File: src/rtl/gsfp_pkg.sv
// shared types and constants of the gnss sentence field parser
package gsfp_pkg;

   localparam logic [7:0] CHAR_DOLLAR = 8'h24;
   localparam logic [7:0] CHAR_CR     = 8'h0D;
   localparam logic [7:0] CHAR_LF     = 8'h0A;
   localparam logic [7:0] CHAR_COMMA  = 8'h2C;
   localparam logic [7:0] CHAR_T      = 8'h54;
   localparam logic [7:0] CHAR_PLUS   = 8'h2B;
   localparam logic [7:0] CHAR_MINUS  = 8'h2D;
   localparam logic [7:0] CHAR_POINT  = 8'h2E;
   localparam logic [7:0] CHAR_SPACE  = 8'h20;
   localparam logic [7:0] CHAR_TAB    = 8'h09;
   localparam logic [7:0] CHAR_VTAB   = 8'h0B;
   localparam logic [7:0] CHAR_FF     = 8'h0C;
   localparam logic [7:0] CHAR_ZERO   = 8'h30;
   localparam logic [7:0] CHAR_NINE   = 8'h39;

   localparam int TIME_LEN = 17;
   localparam logic [4:0] FIELD_TIME  = 5'd1;
   localparam logic [4:0] FIELD_CHAR0 = 5'd10;
   localparam logic [4:0] FIELD_CHAR1 = 5'd11;
   localparam logic [4:0] FIELD_INT0  = 5'd12;
   localparam logic [4:0] FIELD_INT1  = 5'd13;

   localparam logic [63:0] MAG_CAP = 64'h8000_0000_0000_0000;
   localparam logic [63:0] POS_MAX = 64'h7FFF_FFFF_FFFF_FFFF;

   localparam logic [0:0] CSR_ZONE = 1'b0;

   // one finished field handed from the front to the back
   typedef struct packed {
      logic [4:0]  field_number;
      logic        last;
      logic [63:0] mag;
      logic        neg;
      logic [4:0]  frac;
      logic [7:0]  first_char;
      logic        len_nonzero;
      logic        time_ok;
      logic [TIME_LEN-1:0][3:0] td;
   } field_type;

   // one result beat
   typedef struct packed {
      logic [4:0]  field_number;
      logic [63:0] number_value;
      logic [7:0]  char_value;
      logic        time_valid;
      logic [13:0] year_out;
      logic [3:0]  month_out;
      logic [4:0]  day_out;
      logic [4:0]  hour_out;
      logic [5:0]  minute_out;
      logic [5:0]  second_out;
      logic [9:0]  millisecond_out;
      logic        line_end;
   } result_type;

   // saturating m*10+d on a 64 bit magnitude
   function automatic logic [63:0] mul10_add(input logic [63:0] m, input logic [3:0] d);
      logic [67:0] p;
      begin
         p = {4'd0, m} * 68'd10 + {64'd0, d};
         mul10_add = (p > {4'd0, MAG_CAP}) ? MAG_CAP : p[63:0];
      end
   endfunction

   function automatic logic [6:0] two_dig(input logic [3:0] a, input logic [3:0] b);
      two_dig = 7'(a) * 7'd10 + 7'(b);
   endfunction

endpackage

File: src/rtl/gsfp_front.sv
// front end: line framing, field splitting and per character number accumulation
module gsfp_front #(
   parameter int SCALE_DIGITS = 7,
   parameter int FIELD_COUNT  = 19
) (
   input  logic                 clock,
   input  logic                 reset,
   input  logic                 in_valid,
   input  logic [7:0]           in_byte,
   output logic                 out_valid,
   output gsfp_pkg::field_type  out_field
);
   import gsfp_pkg::*;

   logic [2:0]  line_pos_ff;
   logic        header_ok_ff, in_line_ff, over_ff, done_ff, started_ff;
   logic [4:0]  fcnt_ff;
   logic [5:0]  flen_ff;
   logic [63:0] acc_ff;
   logic        neg_ff, point_ff;
   logic [4:0]  frac_ff;
   logic [7:0]  first_ff;
   logic [3:0]  td_ff [TIME_LEN];

   logic is_digit, is_end, is_comma, is_dollar, reportable, int_field;
   logic [2:0] pos_next;
   logic hdr_next;
   logic [3:0] dig;

   assign is_digit  = (in_byte >= CHAR_ZERO) && (in_byte <= CHAR_NINE);
   assign dig       = is_digit ? 4'(in_byte - CHAR_ZERO) : 4'd0;
   assign is_end    = (in_byte == CHAR_CR) || (in_byte == CHAR_LF);
   assign is_comma  = (in_byte == CHAR_COMMA);
   assign is_dollar = (in_byte == CHAR_DOLLAR);
   assign pos_next  = (line_pos_ff < 3'd7) ? line_pos_ff + 3'd1 : line_pos_ff;
   assign hdr_next  = header_ok_ff || (pos_next == 3'd4 && in_byte == CHAR_T);
   assign int_field = (fcnt_ff == FIELD_INT0) || (fcnt_ff == FIELD_INT1);
   assign reportable = in_line_ff && !over_ff && fcnt_ff >= 5'd1 &&
                       fcnt_ff <= 5'(FIELD_COUNT);

   // field snapshot handed to the queue
   always_comb begin
      out_field.field_number = fcnt_ff;
      out_field.last         = is_end;
      out_field.mag          = acc_ff;
      out_field.neg          = neg_ff;
      out_field.frac         = frac_ff;
      out_field.first_char   = first_ff;
      out_field.len_nonzero  = (flen_ff != 6'd0);
      out_field.time_ok      = (flen_ff == 6'(TIME_LEN));
      for (int i = 0; i < TIME_LEN; i++) out_field.td[i] = td_ff[i];
   end

   always_comb begin
      out_valid = 1'b0;
      if (in_valid && !is_dollar && in_line_ff) begin
         if (is_end) out_valid = reportable && header_ok_ff;
         else if (is_comma) out_valid = reportable && hdr_next;
      end
   end

   // time digit store, written only while in field 1
   always_ff @(posedge clock) begin
      if (in_valid && in_line_ff && !is_dollar && !is_end && !is_comma &&
          fcnt_ff == FIELD_TIME && flen_ff < 6'(TIME_LEN)) begin
         td_ff[flen_ff[4:0]] <= dig;
      end
   end

   // line and field state
   always_ff @(posedge clock) begin
      if (reset) begin
         line_pos_ff <= '0; header_ok_ff <= 1'b0; in_line_ff <= 1'b0;
         fcnt_ff <= '0; over_ff <= 1'b0; flen_ff <= '0; acc_ff <= '0;
         neg_ff <= 1'b0; point_ff <= 1'b0; frac_ff <= '0; first_ff <= '0;
         done_ff <= 1'b0; started_ff <= 1'b0;
      end else if (in_valid) begin
         if (is_dollar || (in_line_ff && (is_end || is_comma))) begin
            flen_ff <= '0; acc_ff <= '0; neg_ff <= 1'b0; point_ff <= 1'b0;
            frac_ff <= '0; first_ff <= '0; done_ff <= 1'b0; started_ff <= 1'b0;
            if (is_dollar) begin
               in_line_ff <= 1'b1; line_pos_ff <= '0; header_ok_ff <= 1'b0;
               fcnt_ff <= '0; over_ff <= 1'b0;
            end else if (is_end) begin
               in_line_ff <= 1'b0;
            end else begin
               line_pos_ff <= pos_next; header_ok_ff <= hdr_next;
               if (fcnt_ff >= 5'(FIELD_COUNT)) over_ff <= 1'b1;
               else fcnt_ff <= fcnt_ff + 5'd1;
            end
         end else if (in_line_ff) begin
            line_pos_ff <= pos_next; header_ok_ff <= hdr_next;
            if (flen_ff == 6'd0) first_ff <= in_byte;
            if (flen_ff < 6'd63) flen_ff <= flen_ff + 6'd1;
            if (!done_ff) begin
               if (is_digit) begin
                  started_ff <= 1'b1;
                  if (!point_ff) acc_ff <= mul10_add(acc_ff, dig);
                  else if (frac_ff < 5'(SCALE_DIGITS)) begin
                     acc_ff <= mul10_add(acc_ff, dig);
                     frac_ff <= frac_ff + 5'd1;
                  end
               end else if (!started_ff && (in_byte == CHAR_SPACE ||
                            in_byte == CHAR_TAB || in_byte == CHAR_VTAB ||
                            in_byte == CHAR_FF)) begin
                  started_ff <= 1'b0;
               end else if (!started_ff && (in_byte == CHAR_PLUS ||
                            in_byte == CHAR_MINUS)) begin
                  started_ff <= 1'b1;
                  neg_ff <= (in_byte == CHAR_MINUS);
               end else if (in_byte == CHAR_POINT && !point_ff && !int_field) begin
                  started_ff <= 1'b1;
                  point_ff <= 1'b1;
               end else begin
                  done_ff <= 1'b1;
               end
            end
         end
      end
   end

`ifndef SYNTH
   a_frac_bound: assert property (@(posedge clock) disable iff (reset)
      frac_ff <= 5'(SCALE_DIGITS)) else $error("fraction count overrun");
   a_out_in_line: assert property (@(posedge clock) disable iff (reset)
      out_valid |-> in_line_ff) else $error("field emitted outside a line");
   a_fcnt_bound: assert property (@(posedge clock) disable iff (reset)
      fcnt_ff <= 5'(FIELD_COUNT)) else $error("field counter overrun");
`endif
endmodule

File: src/rtl/gsfp_queue.sv
// short queue between front and back
module gsfp_queue #(
   parameter int DEPTH = 4
) (
   input  logic                clock,
   input  logic                reset,
   input  logic                wr_en,
   input  gsfp_pkg::field_type wr_data,
   output logic                full,
   input  logic                rd_en,
   output logic                rd_valid,
   output gsfp_pkg::field_type rd_data
);
   import gsfp_pkg::*;
   localparam int AW = $clog2(DEPTH);

   field_type       mem_ff [DEPTH];
   logic [AW-1:0]   wp_ff, rp_ff;
   logic [AW:0]     cnt_ff;

   assign full     = (cnt_ff == (AW+1)'(DEPTH));
   assign rd_valid = (cnt_ff != '0);
   assign rd_data  = mem_ff[rp_ff];

   // storage
   always_ff @(posedge clock) begin
      if (wr_en) mem_ff[wp_ff] <= wr_data;
   end

   // pointers
   always_ff @(posedge clock) begin
      if (reset) begin
         wp_ff <= '0; rp_ff <= '0; cnt_ff <= '0;
      end else begin
         if (wr_en) wp_ff <= (wp_ff == AW'(DEPTH-1)) ? '0 : wp_ff + AW'(1);
         if (rd_en) rp_ff <= (rp_ff == AW'(DEPTH-1)) ? '0 : rp_ff + AW'(1);
         cnt_ff <= cnt_ff + (AW+1)'(wr_en) - (AW+1)'(rd_en);
      end
   end

`ifndef SYNTH
   a_no_overflow: assert property (@(posedge clock) disable iff (reset)
      wr_en |-> (!full || rd_en)) else $error("queue overflow");
   a_no_underflow: assert property (@(posedge clock) disable iff (reset)
      rd_en |-> rd_valid) else $error("queue underflow");
   a_count: assert property (@(posedge clock) disable iff (reset)
      cnt_ff <= (AW+1)'(DEPTH)) else $error("queue count overrun");
`endif
endmodule

File: src/rtl/gsfp_back.sv
// back end: scaling, saturation and time conversion over a short pipeline
module gsfp_back #(
   parameter int SCALE_DIGITS = 7
) (
   input  logic                 clock,
   input  logic                 reset,
   input  logic [4:0]           zone_offset_hours,
   input  logic                 in_valid,
   input  gsfp_pkg::field_type  in_field,
   output logic                 in_ready,
   output logic                 out_valid,
   output gsfp_pkg::result_type out_result,
   input  logic                 out_ready
);
   import gsfp_pkg::*;

   // stage 1: decode time, then scale the magnitude one decade per cycle
   logic        s1_v_ff;
   field_type   s1_f_ff;
   logic [63:0] s1_mag_ff;
   logic [3:0]  s1_steps_ff;
   logic [13:0] s1_year_ff;
   logic [3:0]  s1_mon_ff;
   logic [4:0]  s1_day_ff, s1_hour_ff;
   logic [5:0]  s1_min_ff, s1_sec_ff;
   logic [9:0]  s1_ms_ff;
   // stage 2: result register
   logic        s2_v_ff;
   result_type  s2_r_ff;

   logic s1_go, s2_go, s1_done;
   assign s2_go    = !s2_v_ff || out_ready;
   assign s1_done  = s1_v_ff && (s1_steps_ff == 4'd0);
   assign s1_go    = !s1_v_ff || (s1_done && s2_go);
   assign in_ready = s1_go;
   assign out_valid  = s2_v_ff;
   assign out_result = s2_r_ff;

   // decades still missing; zero, saturated, integer, fully scaled and non-numeric fields need none
   logic [3:0]  steps;
   logic        no_scale;
   always_comb begin
      no_scale = (in_field.field_number == FIELD_INT0) ||
                 (in_field.field_number == FIELD_INT1) ||
                 (in_field.field_number == FIELD_TIME) ||
                 (in_field.field_number == FIELD_CHAR0) ||
                 (in_field.field_number == FIELD_CHAR1) ||
                 (in_field.frac >= 5'(SCALE_DIGITS)) ||
                 (in_field.mag == 64'd0) || (in_field.mag == MAG_CAP);
      steps = no_scale ? 4'd0 : 4'(5'(SCALE_DIGITS) - in_field.frac);
   end

   // time decode
   logic [6:0] yh, yl, mo, dy, hr, mi, se;
   logic [13:0] year;
   logic [3:0]  mon;
   logic [5:0]  day;
   logic [4:0]  hour, off;
   logic [5:0]  hsum;
   always_comb begin
      yh = two_dig(in_field.td[0], in_field.td[1]);
      yl = two_dig(in_field.td[2], in_field.td[3]);
      mo = two_dig(in_field.td[4], in_field.td[5]);
      dy = two_dig(in_field.td[6], in_field.td[7]);
      hr = two_dig(in_field.td[8], in_field.td[9]);
      mi = two_dig(in_field.td[10], in_field.td[11]);
      se = two_dig(in_field.td[12], in_field.td[13]);
      year = 14'(yh) * 14'd100 + 14'(yl);
      mon  = (mo > 7'd12) ? 4'd12 : mo[3:0];
      day  = (dy > 7'd31) ? 6'd31 : dy[5:0];
      hour = (hr > 7'd23) ? 5'd23 : hr[4:0];
      off  = (zone_offset_hours > 5'd23) ? 5'd23 : zone_offset_hours;
      hsum = 6'(hour) + 6'(off);
      if (hsum > 6'd23) begin
         hour = 5'(hsum - 6'd24);
         day  = day + 6'd1;
         if (mon == 4'd2 || mon == 4'd4 || mon == 4'd6 || mon == 4'd9 || mon == 4'd11) begin
            if (day > 6'd30) begin day = 6'd1; mon = mon + 4'd1; end
         end else if (day > 6'd31) begin
            day = 6'd1; mon = mon + 4'd1;
         end
         if (year[1:0] == 2'd0) begin
            if (day > 6'd29 && mon == 4'd2) begin day = 6'd1; mon = mon + 4'd1; end
         end else begin
            if (day > 6'd28 && mon == 4'd2) begin day = 6'd1; mon = mon + 4'd1; end
         end
         if (mon > 4'd12) begin mon = mon - 4'd12; year = year + 14'd1; end
      end else begin
         hour = hsum[4:0];
      end
   end

   always_ff @(posedge clock) begin
      if (reset) begin
         s1_v_ff <= 1'b0;
         s1_steps_ff <= 4'd0;
      end else if (s1_go) begin
         s1_v_ff <= in_valid;
         s1_steps_ff <= in_valid ? steps : 4'd0;
      end else if (s1_steps_ff != 4'd0) begin
         s1_steps_ff <= s1_steps_ff - 4'd1;
      end
   end

   always_ff @(posedge clock) begin
      if (s1_go && in_valid) begin
         s1_f_ff    <= in_field;
         s1_mag_ff  <= in_field.mag;
         s1_year_ff <= year; s1_mon_ff <= mon; s1_day_ff <= day[4:0]; s1_hour_ff <= hour;
         s1_min_ff  <= (mi > 7'd59) ? 6'd59 : mi[5:0];
         s1_sec_ff  <= (se > 7'd59) ? 6'd59 : se[5:0];
         s1_ms_ff   <= 10'(in_field.td[15]) * 10'd100 + 10'(in_field.td[16]) * 10'd10;
      end else if (s1_v_ff && s1_steps_ff != 4'd0) begin
         s1_mag_ff  <= mul10_add(s1_mag_ff, 4'd0);
      end
   end

   // result assembly
   result_type r;
   logic [63:0] m;
   always_comb begin
      r = '0;
      r.field_number = s1_f_ff.field_number;
      r.line_end     = s1_f_ff.last;
      m = s1_mag_ff;
      if (s1_f_ff.field_number == FIELD_TIME) begin
         if (s1_f_ff.time_ok) begin
            r.time_valid = 1'b1; r.year_out = s1_year_ff; r.month_out = s1_mon_ff;
            r.day_out = s1_day_ff; r.hour_out = s1_hour_ff; r.minute_out = s1_min_ff;
            r.second_out = s1_sec_ff; r.millisecond_out = s1_ms_ff;
         end
      end else if (s1_f_ff.field_number == FIELD_CHAR0 ||
                   s1_f_ff.field_number == FIELD_CHAR1) begin
         r.char_value = s1_f_ff.len_nonzero ? s1_f_ff.first_char : 8'd0;
      end else if (s1_f_ff.neg) begin
         r.number_value = 64'd0 - m;
      end else begin
         r.number_value = (m > POS_MAX) ? POS_MAX : m;
      end
   end

   always_ff @(posedge clock) begin
      if (reset) begin
         s2_v_ff <= 1'b0;
      end else if (s2_go) begin
         s2_v_ff <= s1_done;
      end
   end

   always_ff @(posedge clock) begin
      if (s2_go && s1_done) s2_r_ff <= r;
   end

`ifndef SYNTH
   a_hold: assert property (@(posedge clock) disable iff (reset)
      (s2_v_ff && !out_ready) |=> s2_v_ff) else $error("result dropped");
   a_hour: assert property (@(posedge clock) disable iff (reset)
      s2_v_ff |-> s2_r_ff.hour_out <= 5'd23) else $error("hour out of range");
   a_time_only_f1: assert property (@(posedge clock) disable iff (reset)
      (s2_v_ff && s2_r_ff.time_valid) |-> s2_r_ff.field_number == FIELD_TIME)
      else $error("time on wrong field");
`endif
endmodule

File: src/rtl/gnss_sentence_field_parser.sv
// GNSS sentence field parser: one byte per cycle in while req_full is low, one result out
// per finished field 1 to FIELD_COUNT of a line whose fourth header character is T. Bytes
// pass a front end that accumulates each field as it arrives; finished fields pass a four
// entry queue to a two stage back end. The first stage decodes the time stamp and brings
// a decimal field up to SCALE_DIGITS fraction digits at one multiply by ten per cycle; the
// second holds the result. A field that is zero, saturated, an integer, a time or char
// field, or already has SCALE_DIGITS fraction digits needs no multiply; any other takes
// one for each missing fraction digit. A result passes the queue, the first stage and the
// result register before it shows on the rsp_ ports. full rises only when the queue fills,
// either because the consumer holds results back or because short decimal fields close
// faster than the back end scales them.
module gnss_sentence_field_parser #(
   parameter int SCALE_DIGITS = 7,
   parameter int FIELD_COUNT  = 19
) (
   input  logic         clock,
   input  logic         reset,
   input  logic         req_push,
   output logic         req_full,
   input  logic [7:0]   req_data_byte,
   output logic         rsp_empty,
   input  logic         rsp_pop,
   output logic [4:0]   rsp_field_number,
   output logic signed [63:0] rsp_number_value,
   output logic [7:0]   rsp_char_value,
   output logic         rsp_time_valid,
   output logic [13:0]  rsp_year_out,
   output logic [3:0]   rsp_month_out,
   output logic [4:0]   rsp_day_out,
   output logic [4:0]   rsp_hour_out,
   output logic [5:0]   rsp_minute_out,
   output logic [5:0]   rsp_second_out,
   output logic [9:0]   rsp_millisecond_out,
   output logic         rsp_line_end,
   input  logic         psel,
   input  logic         penable,
   input  logic         pwrite,
   input  logic [1:0]   paddr,
   input  logic [31:0]  pwdata,
   output logic [31:0]  prdata,
   output logic         pready
);
   import gsfp_pkg::*;

   logic [4:0] zone_ff;
   logic       q_full, fr_valid, q_valid, bk_ready, bk_valid, in_take;
   field_type  fr_field, q_field;
   result_type res;

   assign pready   = 1'b1;
   assign prdata   = {27'd0, zone_ff};
   assign req_full = q_full;
   assign in_take  = req_push && !q_full;

   // zone offset register
   always_ff @(posedge clock) begin
      if (reset) begin
         zone_ff <= 5'd8;
      end else if (psel && penable && pwrite && paddr[1:0] == {CSR_ZONE, 1'b0}) begin
         zone_ff <= pwdata[4:0];
      end
   end

   gsfp_front #(.SCALE_DIGITS(SCALE_DIGITS), .FIELD_COUNT(FIELD_COUNT)) u_front (
      .clock(clock), .reset(reset), .in_valid(in_take), .in_byte(req_data_byte),
      .out_valid(fr_valid), .out_field(fr_field));

   gsfp_queue #(.DEPTH(4)) u_queue (
      .clock(clock), .reset(reset), .wr_en(fr_valid), .wr_data(fr_field),
      .full(q_full), .rd_en(q_valid && bk_ready), .rd_valid(q_valid), .rd_data(q_field));

   gsfp_back #(.SCALE_DIGITS(SCALE_DIGITS)) u_back (
      .clock(clock), .reset(reset), .zone_offset_hours(zone_ff),
      .in_valid(q_valid), .in_field(q_field), .in_ready(bk_ready),
      .out_valid(bk_valid), .out_result(res), .out_ready(rsp_pop));

   assign rsp_empty           = !bk_valid;
   assign rsp_field_number    = res.field_number;
   assign rsp_number_value    = res.number_value;
   assign rsp_char_value      = res.char_value;
   assign rsp_time_valid      = res.time_valid;
   assign rsp_year_out        = res.year_out;
   assign rsp_month_out       = res.month_out;
   assign rsp_day_out         = res.day_out;
   assign rsp_hour_out        = res.hour_out;
   assign rsp_minute_out      = res.minute_out;
   assign rsp_second_out      = res.second_out;
   assign rsp_millisecond_out = res.millisecond_out;
   assign rsp_line_end        = res.line_end;

`ifndef SYNTH
   a_zone_write: assert property (@(posedge clock) disable iff (reset)
      (psel && penable && pwrite && paddr == 2'd0) |=> zone_ff == $past(pwdata[4:0]))
      else $error("zone write lost");
   a_full_blocks: assert property (@(posedge clock) disable iff (reset)
      q_full |-> !in_take) else $error("beat taken while full");
   a_prdata: assert property (@(posedge clock) disable iff (reset)
      prdata[31:5] == 27'd0) else $error("read data upper bits set");
`endif
endmodule

File: config.mk
export PLATFORM = sky130hd
export DESIGN_NAME = gnss_sentence_field_parser
export DESIGN_NICKNAME = d
export VERILOG_FILES = /design/src/rtl/gsfp_pkg.sv /design/src/rtl/gsfp_front.sv /design/src/rtl/gsfp_queue.sv /design/src/rtl/gsfp_back.sv /design/src/rtl/gnss_sentence_field_parser.sv
export SDC_FILE = /design/constraint.sdc
export NUM_CORES = 2
export LEC_CHECK = 0
export BUFFER_PORTS_ARGS = -buffer_cell sky130_fd_sc_hd__buf_2
export CAP_MARGIN = 25
export CELL_PAD_IN_SITES_DETAIL_PLACEMENT = 1
export CELL_PAD_IN_SITES_GLOBAL_PLACEMENT = 2
export CORE_MARGIN = 5
export CORE_UTILIZATION = 35
export DETAILED_ROUTE_END_ITERATION = 16
export PLACE_DENSITY_LB_ADDON = 0.1
export REMOVE_ABC_BUFFERS = 1
export SLEW_MARGIN = 10
export SYNTH_ARGS = -nofsm -noshare
export SYNTH_HDL_FRONTEND = slang
export SYNTH_SLANG_ARGS = --single-unit
File: constraint.sdc
create_clock -name clock -period 11.7 [get_ports clock]
set_input_delay 2.34 -clock clock [delete_from_list [all_inputs] [get_ports clock]]
set_output_delay 2.34 -clock clock [all_outputs]
set_load 0.01 [all_outputs]
* Word level (Yosys, flattened, before mapping)
Memories as Yosys holds them, arrays and structs flattened. A register that Yosys moved wholly into a read port is not among the register bits.
Index checks and enable logic that the tools add are counted.
** Word-level totals
- Register bits after elaboration :: 376
- Memory bits (writable) :: 684
- Input port bits :: 49
- Output and inout port bits :: 164
- Logic and storage cells :: 367
- Memories :: 2
** Operators by class
- $add $sub $neg :: 29
- Multiply operators :: 12
- Order comparisons :: 25
- Eq/ne operators :: 43
- Muxes and demuxes :: 109
- Bitwise operators :: 2
- Reductions and logical operators :: 99
** Memory list
- u_queue.mem_ff :: words 4, bits a word 154, rd ports 1, clocked after memory_dff 1, write ports 1, line gsfp_queue.sv:17 : field_type mem_ff [DEPTH];
- u_front.td_ff :: words 17, bits a word 4, rd ports 17, clocked after memory_dff 0, write ports 1, line gsfp_front.sv:23 : logic [3:0] td_ff [TIME_LEN];
** Operators by type and width (number)
- 2-to-1 mux 64 bit :: 12
- > comparator 68 x 64 -> 1 bit (second input constant) :: 2
- multiplier 64 x 3 -> 67 bit (second input constant) :: 2
- 2-to-1 mux 5 bit :: 16
- adder 68 x 4 -> 68 bit :: 1
- equality test 64 bit (second input constant) :: 1
- > comparator 64 x 63 -> 1 bit (second input constant) :: 1
- logical NOT 64 bit :: 1
- 2-to-1 mux 4 bit :: 16
- subtractor 1 x 64 -> 64 bit (first input constant) :: 1
- 2-to-1 mux 51 bit :: 1
- adder 7 x 4 -> 7 bit :: 7
- equality test 8 x 6 -> 1 bit (second input constant) :: 6
- 2-to-1 mux 6 bit :: 8
- multiplier 4 x 3 -> 6 bit (second input constant) :: 7
- 2-to-1 mux 1 bit :: 42
- equality test 5 x 4 -> 1 bit (second input constant) :: 8
- equality test 8 x 4 -> 1 bit (second input constant) :: 5
- > comparator 6 x 5 -> 1 bit (second input constant) :: 5
- logical AND 1 bit :: 30
- 2-to-1 mux 14 bit :: 2
- 2-to-1 mux 8 bit :: 3
- nonzero test 2 bit :: 12
- logical OR 1 bit :: 23
- 63 further kinds :: 107

* Longest topological paths before layout
- Depth in word-level cells :: 19
- Gate-level depth with buffers :: 38
- Mapped depth without buffers :: 31

* Modules after synthesis
Synthesis repeated with hierarchy kept, for this count alone.
** Unflattened totals
- Cell total of the unflattened synthesis :: 4517
- Area total of the unflattened synthesis :: 57039.7 sq um
** Modules (own cells, without submodules)
- gsfp_queue :: instances 1, cells an instance 846, area each 22639.2 sq um
- gsfp_back :: instances 1, cells an instance 2016, area each 20298.2 sq um
- gsfp_front :: instances 1, cells an instance 1599, area each 13630.6 sq um
- gnss_sentence_field_parser :: instances 1, cells an instance 56, area each 471.7 sq um

* Worst setup path before layout
No wires, ideal clock.
- Kind :: register -> register
- From :: reg with a tool-made name
- To :: reg u_back.s1_year_ff[9] (data pin)
- Setup time :: 0.266 ns
- Arrival :: 9.721 ns
- Slack :: 1.714 ns
- Stages on the path, launching flop included :: 39
- Buffers on the path :: 7
- Path through :: dfxtp_1 clkbuf_1 clkbuf_1 clkbuf_1 clkbuf_1 clkbuf_1 clkbuf_1 buf_1 mux4_2 ha_1 ha_1 inv_1 fa_1 nand2b_1 nor4_1 a31oi_1 a21o_1 nor2b_1 [3 not listed] o21a_1 o211a_1 o21ai_1 nand2_1 o21ai_0 ha_1 nand4_1 nand2b_1 inv_1 a31oi_1 mux2i_1 ha_1 o221ai_1 or4b_2 nor3_1 nor2_1 o32ai_1 xnor2_1
** RTL lines
- end signal: assignment :: line gsfp_back.sv:109 : s1_year_ff <= year; s1_mon_ff <= mon; s1_day_ff <= day[4:0]; s1_hour_ff <= hour;
- end: declaration :: line gsfp_back.sv:22 : logic [13:0] s1_year_ff;

* Worst setup path in the final report
- From :: in req_data_byte[1]
- To :: reg u_front.acc_ff[15]
** Between the ends
- Cells in the longest elaborated chain, start to end :: 12
- Elaborated cells on any way between the ends :: 27
- Classes of those cells :: add/sub: 2; order compare: 3; eq/ne: 6; mux: 8; reduce/logical: 8
** Ends and longest elaborated chain
- start: declaration :: line gnss_sentence_field_parser.sv:20 : input logic [7:0] req_data_byte,
- greater-or-equal comparator 8 x 6 -> 1 bit / <= comparator 8 x 6 -> 1 bit (equally long branches) :: line gsfp_front.sv:30 : assign is_digit = (in_byte >= CHAR_ZERO) && (in_byte <= CHAR_NINE);
- logical AND 1 bit :: line gsfp_front.sv:30
- 2-to-1 mux 4 bit (*) :: line gsfp_front.sv:31 : assign dig = is_digit ? 4'(in_byte - CHAR_ZERO) : 4'd0;
- net u_front.dig[1] :: line gsfp_front.sv:28 : logic [3:0] dig;
- adder 68 x 4 -> 68 bit (*) :: line gsfp_pkg.sv:64 : p = {4'd0, m} * 68'd10 + {64'd0, d};
- > comparator 68 x 64 -> 1 bit :: line gsfp_pkg.sv:65 : mul10_add = (p > {4'd0, MAG_CAP}) ? MAG_CAP : p[63:0];
- 2-to-1 mux 64 bit (*) :: line gsfp_pkg.sv:65
- 2-to-1 mux 64 bit :: line gsfp_front.sv:99 : else if (frac_ff < 5'(SCALE_DIGITS)) begin
- 2-to-1 mux 64 bit (*) :: line gsfp_front.sv:98 : if (!point_ff) acc_ff <= mul10_add(acc_ff, dig);
- 2-to-1 mux 64 bit (*) :: line gsfp_front.sv:96 : if (is_digit) begin
- 2-to-1 mux 64 bit (*) :: line gsfp_front.sv:95 : if (!done_ff) begin
- 2-to-1 mux 64 bit (*) :: line gsfp_front.sv:91 : end else if (in_line_ff) begin
- 2-to-1 mux 64 bit (*) :: line gsfp_front.sv:78 : if (is_dollar || (in_line_ff && (is_end || is_comma))) begin
- end signal: assignment :: line gsfp_front.sv:98
- end signal: assignment :: line gsfp_front.sv:100 : acc_ff <= mul10_add(acc_ff, dig);
- end: declaration :: line gsfp_front.sv:19 : logic [63:0] acc_ff;
Mark *: on every way through the listed nets, which the timed path passes. The rest lies on a longest branch. The select of a mux whose other input is x is not followed.
A chain may end at the register's enable or synchronous reset.

==> reports/summary.txt <==
======================================================================================
Clock sink total                                                                 1,040
Setup violations, final                                                              0
Area growth from synthesis to layout                                             12.2%
Worst slew slack as a fraction of its limit                                      0.294
I/O pin cnt                                                                        213
Pin count of the biggest net entering global routing                               141
Detailed Place HPWL                                                         110,000 um
DR pass1 iterations                                                                  5
Pre-CTS worst setup slack                                                      2.56 ns
Post-cts hold buffer count                                                           0
Area of the mapped netlist                                                  56,100 um2
Max_cap viols                                                                        0
Row cnt                                                                            146
Total core area                                                            159,000 um2
FF-to-FF setup slack                                                           3.41 ns
Final worst path period need                                                   8.33 ns
Max Clk Rate                                                                   120 MHz
Number of nets with antenna violations after detailed routing                        0
Worst setup slack after layout                                                 3.37 ns
Setup crit start                                                          req_data_byte[1]
Routability-driven placement congestion ratio                                    0.782
Post-route DRC                                                                       0
Final worst-path cycle share                                                     0.712
Post-synthesis instance total                                                    4,471
Post CTS Setup Buffer Count                                                          0
CP Buf/Inv Count                                                                     3
Register bit total from synthesis                                                1,040
Gates resized, CTS repair                                                            0
H-tree lvl count                                                                     3
Worst min-delay path class                                                register to register
Launching element type of the critical path                               primary input
CTS Root Cell                                                             sky130_fd_sc_hd__clkbuf_16
Static power due to leakage                                                    22.4 nW
TritonCTS clock tree                                                              done
Initial drt markers                                                              2,081
Crit path kind                                                            primary input to register
Critical path, cell by cell                                               buf_2 > o21ai_0 > and4_1 > and2_1 > buf_4 > ha_1 > fa_1 > a21oi_1 > nor4bb_1 > and3_1 > nor4b_2 > and3_1 > nand4_1 > or4_1 > and4_1 > and4b_1 > nor4b_4 > o2111ai_4 > buf_4 > o31ai_2
Number of flops mapped to enable cells by yosys                                    922
Signal arrival time at the worst endpoint                                      8.90 ns
Worst path depth                                                                    20
Status                                                                    complete, no violations
Post-synth top flop                                                       sky130_fd_sc_hd__edfxtp_1
Total via count after detailed routing                                          36,855
Power density cells                                                         122 nW/um2
Initial cell density of the core                                                 0.353
DRT Wirelength                                                              154,000 um
GRT Resource Usage Total                                                         0.180
Clock skew                                                                   0.0662 ns
Number of global-route vias before repair                                       38,265
Library cell contributing the largest single delay on the critical path   sky130_fd_sc_hd__buf_4
Horizontal die dimension                                                        410 um
Net total in the final layout                                                    5,066
Final Hold Vio Count                                                                 0
Worst ir drop on vdd                                                        0.000136 V
Yosys warns                                                                          0
Maximum root-to-sink buffer count                                                    3
Count of different cell masters after synthesis                                    113
Number of antenna violations at the first check in global routing                    2
Area enclosed by the die boundary                                          168,000 um2
Post-Synthesis Mean Instance Area                                             12.5 um2
Routed wire per std cell                                                       22.6 um
Critical Path Fanout Max                                                            51
Placed inst area                                                            59,100 um2
Fin Setup TNS                                                                     0 ns
Fraction of synthesis flops using an asynchronous set or reset pin                   0
Required time of the critical path                                            12.28 ns
Largest stage delay, worst path                                                0.78 ns
Cells on worst reg2reg path                                                         31
Via density                                                                       5.43
Clock latency on the worst-skew pair                                           0.74 ns
Floorplan die height                                                            410 um
Fraction of layout instances using a drive strength above 1                      0.144
Capture point of the critical path                                        u_front.acc_ff[15]
Most common cell after layout, fill and taps aside                        sky130_fd_sc_hd__edfxtp_1
Total grt overflow                                                                   0
Unrepaired setup endpoints after global routing                                  false
Number of pins exceeding their max-slew limit in the final report                    0
Reg-to-reg critical path endpoint                                         u_back.s1_year_ff[9]
CTS clock-pin slew for the worst setup and hold paths                          0.06 ns
Slew at the pin closest to its max-slew limit                                  1.05 ns
Sequential-to-total area share from yosys stat                                   0.536
Crit end category                                                             register
Post-route design area                                                      62,900 um2
Cell family with the largest share of critical-path delay                 simple AND/OR/NAND/NOR gates
Input/output buffers                                                               156
Wire length of the first global-routing pass                                237,000 um
Most used cells in the layout excluding fill and tap cells                sky130_fd_sc_hd__edfxtp_1 (922), sky130_fd_sc_hd__ha_1 (375), sky130_fd_sc_hd__nand2_1 (360)
Total clock buffers created by CTS                                                 115
======================================================================================
[synthesized netlist by cell type, types with 86 or more instances]
library cell | instances | area [um2]
sky130_fd_sc_hd__edfxtp_1 | 922 | 27700
sky130_fd_sc_hd__ha_1 | 375 | 4690
sky130_fd_sc_hd__nand2_1 | 361 | 1360
sky130_fd_sc_hd__nor2_1 | 301 | 1130
sky130_fd_sc_hd__a21oi_1 | 256 | 1280
sky130_fd_sc_hd__mux4_2 | 148 | 3330
sky130_fd_sc_hd__xnor2_1 | 134 | 1170
sky130_fd_sc_hd__inv_1 | 130 | 488
sky130_fd_sc_hd__clkbuf_1 | 127 | 477
sky130_fd_sc_hd__o21ai_0 | 121 | 606
sky130_fd_sc_hd__dfxtp_1 | 118 | 2360
sky130_fd_sc_hd__nor3_1 | 106 | 531
sky130_fd_sc_hd__xor2_1 | 95 | 832
sky130_fd_sc_hd__and2_1 | 88 | 551
sky130_fd_sc_hd__nand3_1 | 86 | 430
[through the flow]
step           power, mW  instances   util  hold slack (ns)
4_1_cts             7.80       6785  0.396            0.468
5_1_grt             7.97       6786  0.396            0.472
6_report            7.67       6787  0.396            0.463
2_1_floorplan       4.09       4300      -            0.400
3_5_place_dp        4.11       6571  0.372            0.452
3_3_place_gp        4.11       6570  0.372            0.448
[layout make-up]
type                    count  area, um2
clock buffers             136       2960
fillers                 16661      95800
diodes                      1       2.50
clock inverters            78        866
well taps                2072       2590
repair buffers            200       1150
inverters                 130        498
flip-flops and latches   1040      30100
multi-input cells        3130      24800
[per-layer routing]
metal,wire (um),up-vias,GRT usage
met5,0,-,0
met4,2060,0,0.0338
met3,4940,132,0.0195
met2,66500,464,0.274
met1,80100,18608,0.278
li1,-,17651,-
[kinds of logic after synthesis]
family	after synthesis	share of synthesized area
multiplexers	177	0.0649
XOR/XNOR	231	0.0366
AND/OR/NAND/NOR	1337	0.121
AO/OA/AOI/OAI	956	0.124
flip-flops	1040	0.536
buffers and inverters	328	0.0251
other	2	0.000134
adder cells (fa/ha/maj)	400	0.0926
[state kept, by name (all words and copies together) (netlist names), 4 cells and up, named ones only]
register / count
u_back.s1_min_ff: 6
u_front.fcnt_ff: 5
u_back.r: 6
u_back.s1_ms_ff: 9
u_front.first_ff: 8
u_queue.mem_ff: 600
u_front.td_ff: 64
u_back.s1_hour_ff: 5
u_front.flen_ff: 6
u_back.s1_day_ff: 5
u_front.frac_ff: 5
zone_ff: 5
u_back.s1_f_ff: 11
u_back.s1_sec_ff: 6
u_back.out_result: 128
u_front.acc_ff: 64
u_back.s1_year_ff: 14
u_back.m: 64
u_back.s1_mon_ff: 4
u_back.s1_steps_ff: 4
[worst min-delay path by stage]
stage                          from                    to  slack [ns]  depth (start not counted)
finish                  u_back.r[0]  u_back.out_result[0]        0.46                          0
global route            u_back.r[0]  u_back.out_result[0]        0.47                          0
CTS                     u_back.r[0]  u_back.out_result[0]        0.47                          0
detailed placement      u_back.r[0]  u_back.out_result[0]        0.45                          0
global placement    u_front.over_ff       u_front.over_ff        0.45                          2
floorplan               u_back.r[0]  u_back.out_result[0]        0.40                          0
[power by group]
group | internal (mW) | switching [mW]
Clock | 2.09 | 1.55
Combinational | 0.0135 | 0.0369
Sequential | 3.98 | 0.000450
Total | 6.08 | 1.59
Power figures use the tool's default switching activity.
